**config.mk**
```make
export PLATFORM = sky130hd
export DESIGN_NAME = dbpsk_symbol_demodulator_top
export DESIGN_NICKNAME = d
export VERILOG_FILES = /design/src/rtl/dbpskd_pkg.sv /design/src/rtl/dbpskd_div.sv /design/src/rtl/dbpskd_dp.sv /design/src/rtl/dbpskd_ctrl.sv /design/src/rtl/dbpsk_symbol_demodulator_top.sv
export SDC_FILE = /design/constraint.sdc
export NUM_CORES = 2
export LEC_CHECK = 0
export CORE_ASPECT_RATIO = 0.75
export CORE_MARGIN = 2
export CORE_UTILIZATION = 70
export CTS_BUF_LIST = sky130_fd_sc_hd__clkbuf_4 sky130_fd_sc_hd__clkbuf_8 sky130_fd_sc_hd__clkbuf_16
export DETAILED_ROUTE_END_ITERATION = 8
export DONT_BUFFER_PORTS = 1
export PLACE_DENSITY = 0.94
export SETUP_SLACK_MARGIN = 0.2
export SLEW_MARGIN = 20
export SYNTH_ARGS = -nofsm -noshare
export SYNTH_HDL_FRONTEND = slang
export SYNTH_HIERARCHICAL = 1
export SYNTH_SLANG_ARGS = --single-unit
```
**constraint.sdc**
```tcl
create_clock -name clk -period 17 [get_ports clk]
set_input_delay 3.4 -clock clk [delete_from_list [all_inputs] [get_ports clk]]
set_output_delay 3.4 -clock clk [all_outputs]
set_load 0.005 [all_outputs]
```
**src/rtl/dbpskd_pkg.sv**
```systemverilog
// Shared constants, payload types and control bundles for the DBPSK symbol demodulator.
package dbpskd_pkg;

	// Fixed field widths
	localparam int SAMPLE_BITS = 16;
	localparam int SOFT_W      = 32;
	localparam int SPS_W       = 15;
	localparam int GAIN_W      = 16;
	localparam int CFG_W       = 16;
	localparam int CFG_IDX_W   = 2;

	// Fixed-point formats
	localparam int SPS_FRAC  = 8;
	localparam int PROD_FRAC = 46;

	// Parameter defaults
	localparam int MAX_SPS_DEF     = 64;
	localparam int OFFSET_FRAC_DEF = 16;

	// Register reset values (10.0 samples per symbol, gain of about 0.01)
	localparam int SPS_RESET  = 2560;
	localparam int GAIN_RESET = 655;

	// Register indexes
	localparam logic [CFG_IDX_W-1:0] REG_SPS  = 2'd0;
	localparam logic [CFG_IDX_W-1:0] REG_GAIN = 2'd1;

	typedef struct packed {
		logic signed [SAMPLE_BITS-1:0] sample_i;
		logic signed [SAMPLE_BITS-1:0] sample_q;
	} sample_t;

	typedef struct packed {
		logic signed [SOFT_W-1:0]      soft_bit;
		logic signed [SAMPLE_BITS-1:0] symbol_i;
		logic signed [SAMPLE_BITS-1:0] symbol_q;
	} result_t;

	// Controller to datapath commands
	typedef struct packed {
		logic take;
		logic mul_en;
		logic scale_en;
		logic offs_en;
		logic finish;
	} dp_cmd_t;

	// Datapath to controller status
	typedef struct packed {
		logic decide;
		logic div_done;
		logic out_free;
	} dp_stat_t;

endpackage

```
**src/rtl/dbpskd_div.sv**
```systemverilog
// Two-lane bit-serial signed divider that averages the symbol sums by the sample count.
module dbpskd_div #(
	parameter int MAX_SPS = dbpskd_pkg::MAX_SPS_DEF,
	localparam int CNT_W = $clog2(MAX_SPS + 1),
	localparam int ACC_W = dbpskd_pkg::SAMPLE_BITS + CNT_W
) (
	input  logic                                  clk,
	input  logic                                  arst_n,
	input  logic                                  start,
	input  logic signed [ACC_W-1:0]               dividend_i,
	input  logic signed [ACC_W-1:0]               dividend_q,
	input  logic [CNT_W-1:0]                      divisor,
	output logic                                  done,
	output logic signed [dbpskd_pkg::SAMPLE_BITS-1:0] quot_i,
	output logic signed [dbpskd_pkg::SAMPLE_BITS-1:0] quot_q
);
	import dbpskd_pkg::*;

	localparam int STEP_W = $clog2(ACC_W);

	logic [ACC_W-1:0]  num_i_q, num_q_q;
	logic [CNT_W-1:0]  rem_i_q, rem_q_q;
	logic [CNT_W-1:0]  den_q;
	logic              neg_i_q, neg_q_q;
	logic [STEP_W-1:0] step_q;
	logic              busy_q, done_q;

	logic [ACC_W-1:0]  mag_i, mag_q;
	logic [ACC_W-1:0]  num_i_nx, num_q_nx;
	logic [CNT_W-1:0]  rem_i_nx, rem_q_nx;
	logic [ACC_W-1:0]  res_i, res_q;

	// One restoring step: shift in the next dividend bit, subtract when it fits
	function automatic logic [CNT_W+ACC_W-1:0] div_step(
		input logic [CNT_W-1:0] rem,
		input logic [ACC_W-1:0] num,
		input logic [CNT_W-1:0] den
	);
		logic [CNT_W:0] trial;
		logic [CNT_W:0] diff;
		trial = {rem, num[ACC_W-1]};
		diff  = trial - {1'b0, den};
		if (trial >= {1'b0, den}) begin
			return {diff[CNT_W-1:0], num[ACC_W-2:0], 1'b1};
		end else begin
			return {trial[CNT_W-1:0], num[ACC_W-2:0], 1'b0};
		end
	endfunction

	// Take magnitudes so the quotient truncates toward zero
	assign mag_i = dividend_i[ACC_W-1] ? ($unsigned(~dividend_i) + 1'b1) : $unsigned(dividend_i);
	assign mag_q = dividend_q[ACC_W-1] ? ($unsigned(~dividend_q) + 1'b1) : $unsigned(dividend_q);

	always_comb begin
		{rem_i_nx, num_i_nx} = div_step(rem_i_q, num_i_q, den_q);
		{rem_q_nx, num_q_nx} = div_step(rem_q_q, num_q_q, den_q);
	end

	// Restore the sign and keep the sample width
	assign res_i  = neg_i_q ? (~num_i_q + 1'b1) : num_i_q;
	assign res_q  = neg_q_q ? (~num_q_q + 1'b1) : num_q_q;
	assign quot_i = $signed(res_i[SAMPLE_BITS-1:0]);
	assign quot_q = $signed(res_q[SAMPLE_BITS-1:0]);
	assign done   = done_q;

	// Step counter: one quotient bit per cycle
	always_ff @(posedge clk or negedge arst_n) begin
		if (!arst_n) begin
			busy_q <= 1'b0;
			done_q <= 1'b0;
			step_q <= '0;
		end else begin
			done_q <= busy_q && (step_q == '0);
			if (start) begin
				busy_q <= 1'b1;
				step_q <= STEP_W'(ACC_W - 1);
			end else if (busy_q) begin
				if (step_q == '0) begin
					busy_q <= 1'b0;
				end else begin
					step_q <= step_q - 1'b1;
				end
			end
		end
	end

	// Load operands, then shift the partial remainders and quotients
	always_ff @(posedge clk) begin
		if (start) begin
			num_i_q <= mag_i;
			num_q_q <= mag_q;
			rem_i_q <= '0;
			rem_q_q <= '0;
			den_q   <= divisor;
			neg_i_q <= dividend_i[ACC_W-1];
			neg_q_q <= dividend_q[ACC_W-1];
		end else if (busy_q) begin
			num_i_q <= num_i_nx;
			num_q_q <= num_q_nx;
			rem_i_q <= rem_i_nx;
			rem_q_q <= rem_q_nx;
		end
	end

endmodule

```
**src/rtl/dbpskd_dp.sv**
```systemverilog
// Datapath: integrate-and-dump sums, symbol products, timing loop and result register.
module dbpskd_dp #(
	parameter int MAX_SPS          = dbpskd_pkg::MAX_SPS_DEF,
	parameter int OFFSET_FRAC_BITS = dbpskd_pkg::OFFSET_FRAC_DEF
) (
	input  logic                               clk,
	input  logic                               arst_n,
	input  logic                               cfg_we,
	input  logic [dbpskd_pkg::CFG_IDX_W-1:0]   cfg_index,
	input  logic [dbpskd_pkg::CFG_W-1:0]       cfg_data,
	input  dbpskd_pkg::sample_t                in_data,
	output logic                               out_valid,
	input  logic                               out_stall,
	output dbpskd_pkg::result_t                out_data,
	input  dbpskd_pkg::dp_cmd_t                cmd,
	output dbpskd_pkg::dp_stat_t               stat
);
	import dbpskd_pkg::*;

	localparam int CNT_W  = $clog2(MAX_SPS + 1);
	localparam int ACC_W  = SAMPLE_BITS + CNT_W;
	localparam int OFF_W  = OFFSET_FRAC_BITS + 4;
	localparam int DIFF_W = SAMPLE_BITS + 1;
	localparam int ERR_W  = DIFF_W + SAMPLE_BITS;
	localparam int PROD_W = GAIN_W + 1 + ERR_W;
	localparam int SH     = PROD_FRAC - OFFSET_FRAC_BITS;
	localparam int TS_W   = OFFSET_FRAC_BITS + 9;
	localparam int SUM_W  = SOFT_W + 1;

	// Symbol length after reset: round(samples_per_symbol) with a zero offset
	localparam int LEN_RAW   = (SPS_RESET + (1 << (SPS_FRAC - 1))) >> SPS_FRAC;
	localparam int LEN_RESET = (LEN_RAW < 1) ? 1 : ((LEN_RAW > MAX_SPS) ? MAX_SPS : LEN_RAW);

	localparam logic signed [PROD_W-1:0] RND_C = PROD_W'(64'sd1 <<< (SH - 1));
	localparam logic signed [PROD_W-1:0] OMAX  = PROD_W'((64'sd1 <<< (OFF_W - 1)) - 64'sd1);
	localparam logic signed [PROD_W-1:0] OMIN  = PROD_W'(-(64'sd1 <<< (OFF_W - 1)));
	localparam logic signed [TS_W-1:0]   TS_HALF = TS_W'(64'sd1 <<< (OFFSET_FRAC_BITS - 1));
	localparam logic signed [TS_W-1:0]   T_ONE   = TS_W'(64'sd1);
	localparam logic signed [TS_W-1:0]   T_MAX   = TS_W'(MAX_SPS);
	localparam logic signed [OFF_W-1:0]  OFF_HALF  = OFF_W'(64'sd1 <<< (OFFSET_FRAC_BITS - 1));
	localparam logic signed [OFF_W-1:0]  OFF_NHALF = OFF_W'(-(64'sd1 <<< (OFFSET_FRAC_BITS - 1)));
	localparam logic signed [OFF_W-1:0]  OFF_ONE   = OFF_W'(64'sd1 <<< OFFSET_FRAC_BITS);
	localparam logic signed [SOFT_W-1:0] SOFT_MAX  = {1'b0, {(SOFT_W-1){1'b1}}};
	localparam logic signed [SOFT_W-1:0] SOFT_MIN  = {1'b1, {(SOFT_W-1){1'b0}}};

	// Configuration registers
	logic [SPS_W-1:0]  sps_q;
	logic [GAIN_W-1:0] gain_q;

	// Loop state
	logic signed [ACC_W-1:0]       acc_re_q, acc_im_q;
	logic [CNT_W-1:0]              cnt_q, len_q;
	logic signed [OFF_W-1:0]       off_q;
	logic                          skip_q;
	logic signed [SAMPLE_BITS-1:0] last_smp_q;
	logic signed [SAMPLE_BITS-1:0] last_sym_re_q, last_sym_im_q;

	// Per-symbol working registers
	logic signed [SAMPLE_BITS-1:0] err_smp_q;
	logic signed [SAMPLE_BITS-1:0] sym_i_q, sym_q_q;
	logic signed [SOFT_W-1:0]      prod_ii_s1, prod_qq_s1;
	logic signed [ERR_W-1:0]       err_s1;
	logic signed [SOFT_W-1:0]      soft_s2;
	logic signed [PROD_W-1:0]      scaled_s2;
	logic signed [OFF_W-1:0]       off_s3;
	result_t                       out_q;
	logic                          out_valid_q;

	// Combinational terms
	logic [CNT_W-1:0]              cnt_inc;
	logic signed [ACC_W-1:0]       sum_re, sum_im;
	logic                          div_start, div_done;
	logic signed [SAMPLE_BITS-1:0] quot_i, quot_q;
	logic signed [DIFF_W-1:0]      diff;
	logic signed [SUM_W-1:0]       soft_sum;
	logic signed [SOFT_W-1:0]      soft_sat;
	logic signed [PROD_W-1:0]      rnd, delta, osum;
	logic signed [OFF_W-1:0]       off_clamp;
	logic signed [TS_W-1:0]        sps_ext, tsum, tlen;
	logic [CNT_W-1:0]              len_nx;
	logic signed [OFF_W-1:0]       off_wrap;
	logic                          skip_set;

	// Accumulate or decide on the incoming sample
	assign cnt_inc   = cnt_q + 1'b1;
	assign sum_re    = acc_re_q + ACC_W'(in_data.sample_i);
	assign sum_im    = acc_im_q + ACC_W'(in_data.sample_q);
	assign div_start = cmd.take && stat.decide;

	assign stat.decide   = !skip_q && (cnt_inc >= len_q);
	assign stat.div_done = div_done;
	assign stat.out_free = !out_valid_q || !out_stall;

	dbpskd_div #(
		.MAX_SPS (MAX_SPS)
	) u_div (
		.clk        (clk),
		.arst_n     (arst_n),
		.start      (div_start),
		.dividend_i (sum_re),
		.dividend_q (sum_im),
		.divisor    (cnt_inc),
		.done       (div_done),
		.quot_i     (quot_i),
		.quot_q     (quot_q)
	);

	// Difference of the new symbol's real part against the previous one
	assign diff = DIFF_W'(quot_i) - DIFF_W'(last_sym_re_q);

	// Saturate the soft bit sum to 32 bits
	always_comb begin
		soft_sum = SUM_W'(prod_ii_s1) + SUM_W'(prod_qq_s1);
		if (soft_sum[SUM_W-1] != soft_sum[SUM_W-2]) begin
			soft_sat = soft_sum[SUM_W-1] ? SOFT_MIN : SOFT_MAX;
		end else begin
			soft_sat = soft_sum[SOFT_W-1:0];
		end
	end

	// Round the scaled error, add to the offset and saturate
	always_comb begin
		rnd   = scaled_s2 + RND_C;
		delta = rnd >>> SH;
		osum  = delta + PROD_W'(off_q);
		if (osum > OMAX) begin
			off_clamp = OMAX[OFF_W-1:0];
		end else if (osum < OMIN) begin
			off_clamp = OMIN[OFF_W-1:0];
		end else begin
			off_clamp = osum[OFF_W-1:0];
		end
	end

	// Next symbol length from the unwrapped offset, then wrap the offset
	always_comb begin
		sps_ext = $signed(TS_W'(sps_q) << (OFFSET_FRAC_BITS - SPS_FRAC));
		tsum    = sps_ext + TS_W'(off_s3) + TS_HALF;
		tlen    = tsum >>> OFFSET_FRAC_BITS;
		if (tlen < T_ONE) begin
			len_nx = CNT_W'(1);
		end else if (tlen > T_MAX) begin
			len_nx = CNT_W'(MAX_SPS);
		end else begin
			len_nx = tlen[CNT_W-1:0];
		end
		skip_set = 1'b0;
		if (off_s3 > OFF_HALF) begin
			off_wrap = off_s3 - OFF_ONE;
			skip_set = 1'b1;
		end else if (off_s3 < OFF_NHALF) begin
			off_wrap = off_s3 + OFF_ONE;
		end else begin
			off_wrap = off_s3;
		end
	end

	// Configuration, loop state and result valid
	always_ff @(posedge clk or negedge arst_n) begin
		if (!arst_n) begin
			sps_q         <= SPS_W'(SPS_RESET);
			gain_q        <= GAIN_W'(GAIN_RESET);
			acc_re_q      <= '0;
			acc_im_q      <= '0;
			cnt_q         <= '0;
			len_q         <= CNT_W'(LEN_RESET);
			off_q         <= '0;
			skip_q        <= 1'b0;
			last_smp_q    <= '0;
			last_sym_re_q <= '0;
			last_sym_im_q <= '0;
			out_valid_q   <= 1'b0;
		end else begin
			if (cfg_we) begin
				case (cfg_index)
					REG_SPS:  sps_q  <= cfg_data[SPS_W-1:0];
					REG_GAIN: gain_q <= cfg_data[GAIN_W-1:0];
					default:  ;
				endcase
			end
			if (cmd.take) begin
				last_smp_q <= in_data.sample_i;
				if (skip_q) begin
					// drop the sample
					skip_q <= 1'b0;
				end else if (stat.decide) begin
					acc_re_q <= '0;
					acc_im_q <= '0;
					cnt_q    <= '0;
				end else begin
					acc_re_q <= sum_re;
					acc_im_q <= sum_im;
					cnt_q    <= cnt_inc;
				end
			end
			if (cmd.finish) begin
				off_q         <= off_wrap;
				skip_q        <= skip_set;
				len_q         <= len_nx;
				last_sym_re_q <= sym_i_q;
				last_sym_im_q <= sym_q_q;
			end
			if (cmd.finish) begin
				out_valid_q <= 1'b1;
			end else if (!out_stall) begin
				out_valid_q <= 1'b0;
			end
		end
	end

	// Symbol pipeline and result payload
	always_ff @(posedge clk) begin
		if (div_start) begin
			err_smp_q <= last_smp_q;
		end
		if (cmd.mul_en) begin
			sym_i_q    <= quot_i;
			sym_q_q    <= quot_q;
			prod_ii_s1 <= quot_i * last_sym_re_q;
			prod_qq_s1 <= quot_q * last_sym_im_q;
			err_s1     <= diff * err_smp_q;
		end
		if (cmd.scale_en) begin
			soft_s2   <= soft_sat;
			scaled_s2 <= $signed({1'b0, gain_q}) * err_s1;
		end
		if (cmd.offs_en) begin
			off_s3 <= off_clamp;
		end
		if (cmd.finish) begin
			out_q.soft_bit <= soft_s2;
			out_q.symbol_i <= sym_i_q;
			out_q.symbol_q <= sym_q_q;
		end
	end

	assign out_valid = out_valid_q;
	assign out_data  = out_q;

endmodule

```
**src/rtl/dbpskd_ctrl.sv**
```systemverilog
// Controller: sequences the symbol decision through divide, multiply and loop update.
module dbpskd_ctrl (
	input  logic                  clk,
	input  logic                  arst_n,
	input  logic                  in_valid,
	output logic                  in_stall,
	output dbpskd_pkg::dp_cmd_t   cmd,
	input  dbpskd_pkg::dp_stat_t  stat
);
	import dbpskd_pkg::*;

	typedef enum logic [2:0] {
		ST_IDLE,
		ST_DIV,
		ST_MUL,
		ST_SCALE,
		ST_OFFS,
		ST_UPDATE
	} state_t;

	state_t state_q;
	logic   stall_q;

	// Commands decoded from state
	always_comb begin
		cmd.take     = in_valid && !stall_q;
		cmd.mul_en   = (state_q == ST_MUL);
		cmd.scale_en = (state_q == ST_SCALE);
		cmd.offs_en  = (state_q == ST_OFFS);
		cmd.finish   = (state_q == ST_UPDATE) && stat.out_free;
	end

	// Advance through the decision steps; hold input requests until done
	always_ff @(posedge clk or negedge arst_n) begin
		if (!arst_n) begin
			state_q <= ST_IDLE;
			stall_q <= 1'b0;
		end else begin
			case (state_q)
				ST_IDLE: begin
					if (cmd.take && stat.decide) begin
						state_q <= ST_DIV;
						stall_q <= 1'b1;
					end
				end
				ST_DIV: begin
					if (stat.div_done) begin
						state_q <= ST_MUL;
					end
				end
				ST_MUL:   state_q <= ST_SCALE;
				ST_SCALE: state_q <= ST_OFFS;
				ST_OFFS:  state_q <= ST_UPDATE;
				ST_UPDATE: begin
					if (stat.out_free) begin
						state_q <= ST_IDLE;
						stall_q <= 1'b0;
					end
				end
				default: begin
					state_q <= ST_IDLE;
					stall_q <= 1'b0;
				end
			endcase
		end
	end

	assign in_stall = stall_q;

endmodule

```
**src/rtl/dbpsk_symbol_demodulator_top.sv**
```systemverilog
// Top level of the DBPSK integrate-and-dump symbol demodulator with timing loop.
//
//  channel  | handshake            | payload
//  ---------+----------------------+-----------------------------------------
//  in       | in_valid / in_stall  | in_data  : sample_i, sample_q (Q1.15)
//  out      | out_valid / out_stall| out_data : soft_bit (Q2.30), symbol_i/q
//  cfg      | cfg_we               | cfg_index, cfg_data
//
// Samples that do not end a symbol stream at one per clock while in_stall is low.
// A sample that ends a symbol holds in_stall until its result is loaded: the bit-serial
// averaging divider produces one quotient bit per accumulator bit and hands its quotient
// over, then multiply, gain scaling, offset update and result load follow; the result
// load also waits for the output register to be free.
// Reset clears all loop state at once; the symbol length starts at round(10.0) = 10.
// A result waits in the output register under out_stall while new samples keep arriving;
// only the result load of the next symbol decision waits for that register to be free.
module dbpsk_symbol_demodulator_top #(
	parameter int MAX_SPS          = dbpskd_pkg::MAX_SPS_DEF,
	parameter int OFFSET_FRAC_BITS = dbpskd_pkg::OFFSET_FRAC_DEF
) (
	input  logic                             clk,
	input  logic                             arst_n,
	input  logic                             cfg_we,
	input  logic [dbpskd_pkg::CFG_IDX_W-1:0] cfg_index,
	input  logic [dbpskd_pkg::CFG_W-1:0]     cfg_data,
	input  logic                             in_valid,
	output logic                             in_stall,
	input  dbpskd_pkg::sample_t              in_data,
	output logic                             out_valid,
	input  logic                             out_stall,
	output dbpskd_pkg::result_t              out_data
);
	import dbpskd_pkg::*;

	dp_cmd_t  cmd;
	dp_stat_t stat;

	dbpskd_ctrl u_ctrl (
		.clk      (clk),
		.arst_n   (arst_n),
		.in_valid (in_valid),
		.in_stall (in_stall),
		.cmd      (cmd),
		.stat     (stat)
	);

	dbpskd_dp #(
		.MAX_SPS          (MAX_SPS),
		.OFFSET_FRAC_BITS (OFFSET_FRAC_BITS)
	) u_dp (
		.clk       (clk),
		.arst_n    (arst_n),
		.cfg_we    (cfg_we),
		.cfg_index (cfg_index),
		.cfg_data  (cfg_data),
		.in_data   (in_data),
		.out_valid (out_valid),
		.out_stall (out_stall),
		.out_data  (out_data),
		.cmd       (cmd),
		.stat      (stat)
	);

	// A symbol decision blocks further requests until its result is loaded
	a_decide_stalls: assert property (@(posedge clk) disable iff (!arst_n)
		in_valid && !in_stall && stat.decide |=> in_stall)
		else $error("input not stalled after symbol decision");

	// A new result only comes out of a decision sequence
	a_result_from_decision: assert property (@(posedge clk) disable iff (!arst_n)
		$rose(out_valid) |-> $past(in_stall))
		else $error("result appeared without a symbol decision");

	// The divider only finishes while a decision is in flight
	a_div_in_decision: assert property (@(posedge clk) disable iff (!arst_n)
		stat.div_done |-> in_stall)
		else $error("divider finished outside a symbol decision");

endmodule
```
# Word level (Yosys, flattened, before mapping)
# Index checks and enable logic that the tools add are counted.
[word_totals]
regBits = 552
out_inout_bits = 66
word_cells = 145
[op_classes]
n_addsub = 18
n_mul = 4
order_cmp = 9
n_eq_ne = 12
mux = 38
bitwise_logic = 6
n_reduce_logical = 22
[op_table]
columns = ["cell", "count"]
rows = [
  ["23-bit two-way mux", 8],
  ["16-bit by 16-bit multiplier with 32-bit output", 2],
  ["32-bit two-way mux", 2],
  ["20-bit two-way mux", 3],
  ["30-bit two-way mux", 2],
  ["50-bit by 31-bit adder with 50-bit output (second input constant)", 1],
  ["50-bit by 20-bit > comparator with 1-bit output (second input constant)", 1],
  ["50-bit by 20-bit < comparator with 1-bit output (second input constant)", 1],
  ["17-bit by 33-bit multiplier with 50-bit output", 1],
  ["23-bit by 1-bit adder with 23-bit output (second input constant)", 2],
  ["23-bit by 16-bit adder with 23-bit output", 2],
  ["23-bit NOT", 2],
  ["32-bit by 32-bit adder with 33-bit output", 1],
  ["17-bit by 16-bit multiplier with 33-bit output", 1],
  ["16-bit by 1-bit adder with 16-bit output (second input constant)", 2],
  ["16-bit two-way mux", 2],
  ["16-bit NOT", 2],
  ["24-bit by 20-bit adder with 25-bit output", 1],
  ["25-bit by 17-bit adder with 25-bit output (second input constant)", 1],
  ["20-bit by 20-bit adder with 21-bit output", 1],
  ["7-bit two-way mux", 3],
  ["20-bit by 18-bit adder with 20-bit output (second input constant)", 1],
  ["20-bit by 17-bit > comparator with 1-bit output (second input constant)", 1],
  ["20-bit by 16-bit < comparator with 1-bit output (second input constant)", 1],
  ["31 further kinds", 65],
]

# Logic depth before layout (Yosys ltp)
[depth]
depth_word = 6
mapped_depth = 39
depth_no_buf = 38

# Hierarchy
# Netlist, hierarchy kept.
[by_module_without_submodules]
columns = ["mod", "n_inst", "cells_per_inst", "area_each_um2"]
rows = [
  ["dbpskd_dp", 1, 6949, 68719.7],
  ["dbpskd_div", 1, 658, 5845.6],
  ["dbpskd_ctrl", 1, 26, 232.7],
]

# Worst setup path after synthesis
# Ideal clock, no wire load.
[synth_path]
path_type = "reg-to-reg"
start = "reg u_ctrl.state_q[1]"
end = "reg u_dp.err_s1[0] (enable)"
setup_ps = 802
arrival_time_ps = 9814
t_required_ps = 16198
setup_slack_ps = 6384
path_stages_with_launch = 2
n_path_buf = 0
path_cell_list = "dfrtp_1 > nor3b_1"
[synth_rtl]
columns = ["item", "line_no", "source"]
rows = [
  ["start, declared", "dbpskd_ctrl.sv:21", "state_t state_q;"],
  ["start signal, assigned", "dbpskd_ctrl.sv:36", "state_q <= ST_IDLE;"],
  ["start signal, assigned", "dbpskd_ctrl.sv:42", "state_q <= ST_DIV;"],
  ["start signal, assigned", "dbpskd_ctrl.sv:48", "state_q <= ST_MUL;"],
  ["end signal, assigned", "dbpskd_dp.sv:221", "err_s1 <= diff * err_smp_q;"],
  ["end, declared", "dbpskd_dp.sv:62", "logic signed [ERR_W-1:0] err_s1;"],
]

# Worst setup path after layout
[layout_path]
start = "reg u_dp.u_div.num_i_q[0]"
end = "reg u_dp.err_s1[32] (data pin)"
[layout_between]
elab_chain_cells = 5
[layout_rtl]
columns = ["item", "line_no", "source"]
rows = [
  ["start, declared", "dbpskd_div.sv:21", "logic [ACC_W-1:0] num_i_q, num_q_q;"],
  ["start signal, assigned", "dbpskd_div.sv:90", "num_i_q <= mag_i;"],
  ["start signal, assigned", "dbpskd_div.sv:98", "num_i_q <= num_i_nx;"],
  ["16-bit NOT", "dbpskd_div.sv:60", "assign res_i = neg_i_q ? (~num_i_q + 1'b1) : num_i_q;"],
  ["16-bit by 1-bit adder with 16-bit output", "dbpskd_div.sv:60", ""],
  ["16-bit two-way mux", "dbpskd_div.sv:60", ""],
  ["named net u_dp.quot_i[1]", "dbpskd_dp.sv:73", "logic signed [SAMPLE_BITS-1:0] quot_i, quot_q;"],
  ["16-bit by 16-bit subtractor with 17-bit output", "dbpskd_dp.sv:109", "assign diff = DIFF_W'(quot_i) - DIFF_W'(last_sym_re_q);"],
  ["17-bit by 16-bit multiplier with 33-bit output", "dbpskd_dp.sv:221", ""],
]
# The timed path passes the listed nets, and every way through them passes these cells.
# A chain may end at the register's enable or synchronous reset.

==> results.yml <==
global_routing:
  grt_pass1_vias: 60870
  gr-usage-met3_pct: 14.4
  grt_pass1_wl_mm: 323
  met2_usage_pct: 57.9
  grt.total_usage_pct: 37.7
  grt_max_degree: 173
  gr-usage-met1_pct: 49.1
  grt-busiest-layer: "met2"
  grt.overflow.total: 0
  antenna_found_initial: 12
floorplanning:
  die_h_um: 287
  num_rows: 103
  core-area_um2: 106000
  die_x_um: 381
  die-area_um2: 110000
  pin_count: 121
  initial_core_util_pct: 70.9
finish:
  nFillCells: 6485
  fin_area_um2: 78200
  post-route-util_pct: 74.1
  register_area_um2: 14700
  drive_gt1_share_pct: 4.97
  syn2layout_area_growth_pct: 4.58
  multi_input_area_um2: 53300
  layout.nets: 9417
synthesis:
  synth_cell_types: 110
  async_flop_share_pct: 32.9
  yosys-top-cells-area: "fa_1 35%, edfxtp_1 14%, ha_1 9.2%"
  netlist_instances: 7633
  yosysMostFrequentCell: "inv_1"
  ys_ff_latch: 523
  yosys_warnings: 6
  synth_nets: 9548
  ys_seq_area_share_pct: 19.7
  synthTopCellsByCount: "1,530 x inv_1, 1,308 x fa_1, 959 x nand2_1"
  synth_edf_count: 337
  yosysTopAreaCell: "fa_1"
  synth_top_area_share_pct: 35.0
  ys.flop_type: "edfxtp_1"
  synth_area_um2: 74800
  syn_avg_cell_area_um2: 9.80
detailed_routing:
  drcViolationCount: 0
  vias_per_cell: 6.29
  postRouteAntennaNets: 0
  vias: 56381
  wl_per_cell_um: 22.4
  wl_mm: 201
  dr.pass1.iters: 7
  drt_iter0_markers: 6580
sta:
  worstMarginPinSlew_ns: 1.22
  slew_viol_final: 0
  fmax_ghz: 0.0999
  rsz0062_at_grt: "false"
  fin_crit_ns: 10.01
  setup_viol: 0
  hold_viol_final: 0
  finClkSkew_ns: 0.0497
  timing.final.crit_share_pct: 58.9
  slew_headroom_pct: 16.8
  setup-tns-final_ns: 0
  setup_ws_ns: 6.99
pwr:
  p_switching_mw: 7.05
  swShare_pct: 50.1
  seq_power_share_pct: 13.1
  power_density_nw_per_um2: 180
  worst_ir_drop_vdd_mv: 0.562
  p_int_mw: 7.02
  power_leakage_nw: 37.0
  clockPowerShare_pct: 9.7
  power_frac_comb_pct: 77.1
cts:
  clk_path_buf_depth: 3
  clock_sinks: 523
  root_buffer: "clkbuf_16"
  htree_levels: 2
  cts_tree: "done"
  post_cts_buffers: 0
  ctsHoldBuffers: 0
  cts_resized: 0
  clk_pin_slew_ns: 0.07
  numCtsBuffers: 55
  clock_latency_ns: 0.67
worst_setup_path:
  critical_path.slowest_cell: "o21ai_1"
  worstSetupEndpointType: "flip-flop"
  arrival_ns: 10.41
  timing_worst_setup_path_type: "flip-flop to flip-flop"
  cp_max_fo: 16
  path_common_cell: "fa_1"
  cp.required_ns: 17.40
  cp-start-kind: "flip-flop"
  critPathMaxStageDelay_ns: 0.57
place:
  gp_congestion: 1.01
  post-place-ws_ns: 7.23
  io_buffers: 0
  dp_hpwl_mm: 152
  place_area_um2: 76200
hold_path:
  hp-class: "flip-flop to flip-flop"
run_status:
  status: "completed"
run:
  maxCapViolCount: 0
[flip-flops by register name, indices dropped and copies added (netlist names), 15 cells and up]
name	count
u_dp/acc_im_q	23
u_dp/acc_re_q	23
u_dp/err_s1	33
u_dp/err_smp_q	16
u_dp/gain_q	16
u_dp/last_smp_q	16
u_dp/last_sym_im_q	16
u_dp/last_sym_re_q	16
u_dp/off_q	20
u_dp/off_s3	20
u_dp/out_data	64
u_dp/prod_ii_s1	32
u_dp/prod_qq_s1	32
u_dp/scaled_s2	21
u_dp/soft_s2	32
u_dp/sps_q	15
u_dp/sym_i_q	16
u_dp/sym_q_q	16
u_dp/u_div/num_i_q	23
u_dp/u_div/num_q_q	23
[critical path, delay by kind of cell, from the launching register on]
family | cells | cell delay [ns]
xor+xnor | 2 | 0.28
compound gates | 15 | 3.52
flops | 1 | 0.53
buf+inv | 6 | 0.49
simple gates | 5 | 0.88
fa+ha+maj | 9 | 4.03
[cells by family (layout without fill, tap and decap cells)]
family                   after synthesis  in the layout  synth area share, %
AO/OA/AOI/OAI                        857            857                 7.55
other                                  0              3                    0
flip-flops                           523            523                 19.7
buffers and inverters               1811           1727                 9.19
XOR/XNOR                             317            317                 3.71
adder cells (fa/ha/maj)             1869           1869                 44.4
AND/OR/NAND/NOR                     2162           2162                 14.1
multiplexers                          94             94                 1.40
[layout make-up]
cell class	instances	share of cell area [%]
Clock inverter	39	0.664
Antenna cell	3	0.00960
Sequential cell	523	18.8
Clock buffer	65	1.91
Tap cell	1417	2.27
Inverter	1533	7.36
Timing Repair Buffer	90	0.864
Multi-Input combinational cell	5299	68.1
[routing by layer]
layer | vias up | wire (um)
met5 | - | 90
met4 | 14 | 8740
met3 | 930 | 30400
met2 | 3978 | 90100
met1 | 27845 | 71700
li1 | 23614 | -
[power by group through the flow]
stage / clock network (mW) / logic (mW) / registers (mW)
detailed placement: 0 / 10.4 / 1.87
CTS: 1.38 / 10.6 / 1.84
global route: 1.42 / 11.9 / 1.86
global placement: 0 / 9.68 / 1.86
floorplan: 0 / 7.73 / 1.85
finish: 1.37 / 10.8 / 1.85
[through the flow]
stage	cells	power, mW	hold slack (ns)
floorplan	7633	9.58	0.400
detailed placement	8862	12.3	0.405
global route	8966	15.2	0.423
global placement	8862	11.5	0.400
finish	8969	14.1	0.405
CTS	8966	13.8	0.406
[worst paths after layout]
path                            slack (ns)                                 to  cells after the start                       startpoint
worst max-delay path                  6.99          u_dp/err_s1[32]$_DFFE_PP_                     37  u_dp/u_div/num_i_q[0]$_DFFE_PP_
worst min-delay path                  0.41        u_dp/out_data[33]$_DFFE_PP_                      0        u_dp/soft_s2[1]$_DFFE_PP_
worst max register to register        6.99          u_dp/err_s1[32]$_DFFE_PP_                     37  u_dp/u_div/num_i_q[0]$_DFFE_PP_
worst min register to register        0.41        u_dp/out_data[33]$_DFFE_PP_                      0        u_dp/soft_s2[1]$_DFFE_PP_
max in group asynchronous            13.93  u_dp/last_sym_im_q[4]$_DFFE_PN0P_                      0                           arst_n
min in group asynchronous             2.44          u_dp/sps_q[2]$_DFFE_PN0P_                      0                           arst_n
[placed cells by master (no fill, tap or decap), types with 90 or more instances in the layout]
| cell type | count |
|---|---|
| a21oi_1 | 223 |
| xnor2_1 | 233 |
| fa_1 | 1308 |
| nand2_1 | 959 |
| a21o_1 | 104 |
| inv_1 | 1530 |
| ha_1 | 552 |
| buf_4 | 90 |
| dfrtp_1 | 162 |
| and2_1 | 487 |
| o21ai_0 | 199 |
| edfxtp_1 | 337 |
| nor2_1 | 229 |
No activity file was read; power rests on OpenSTA's default activity.
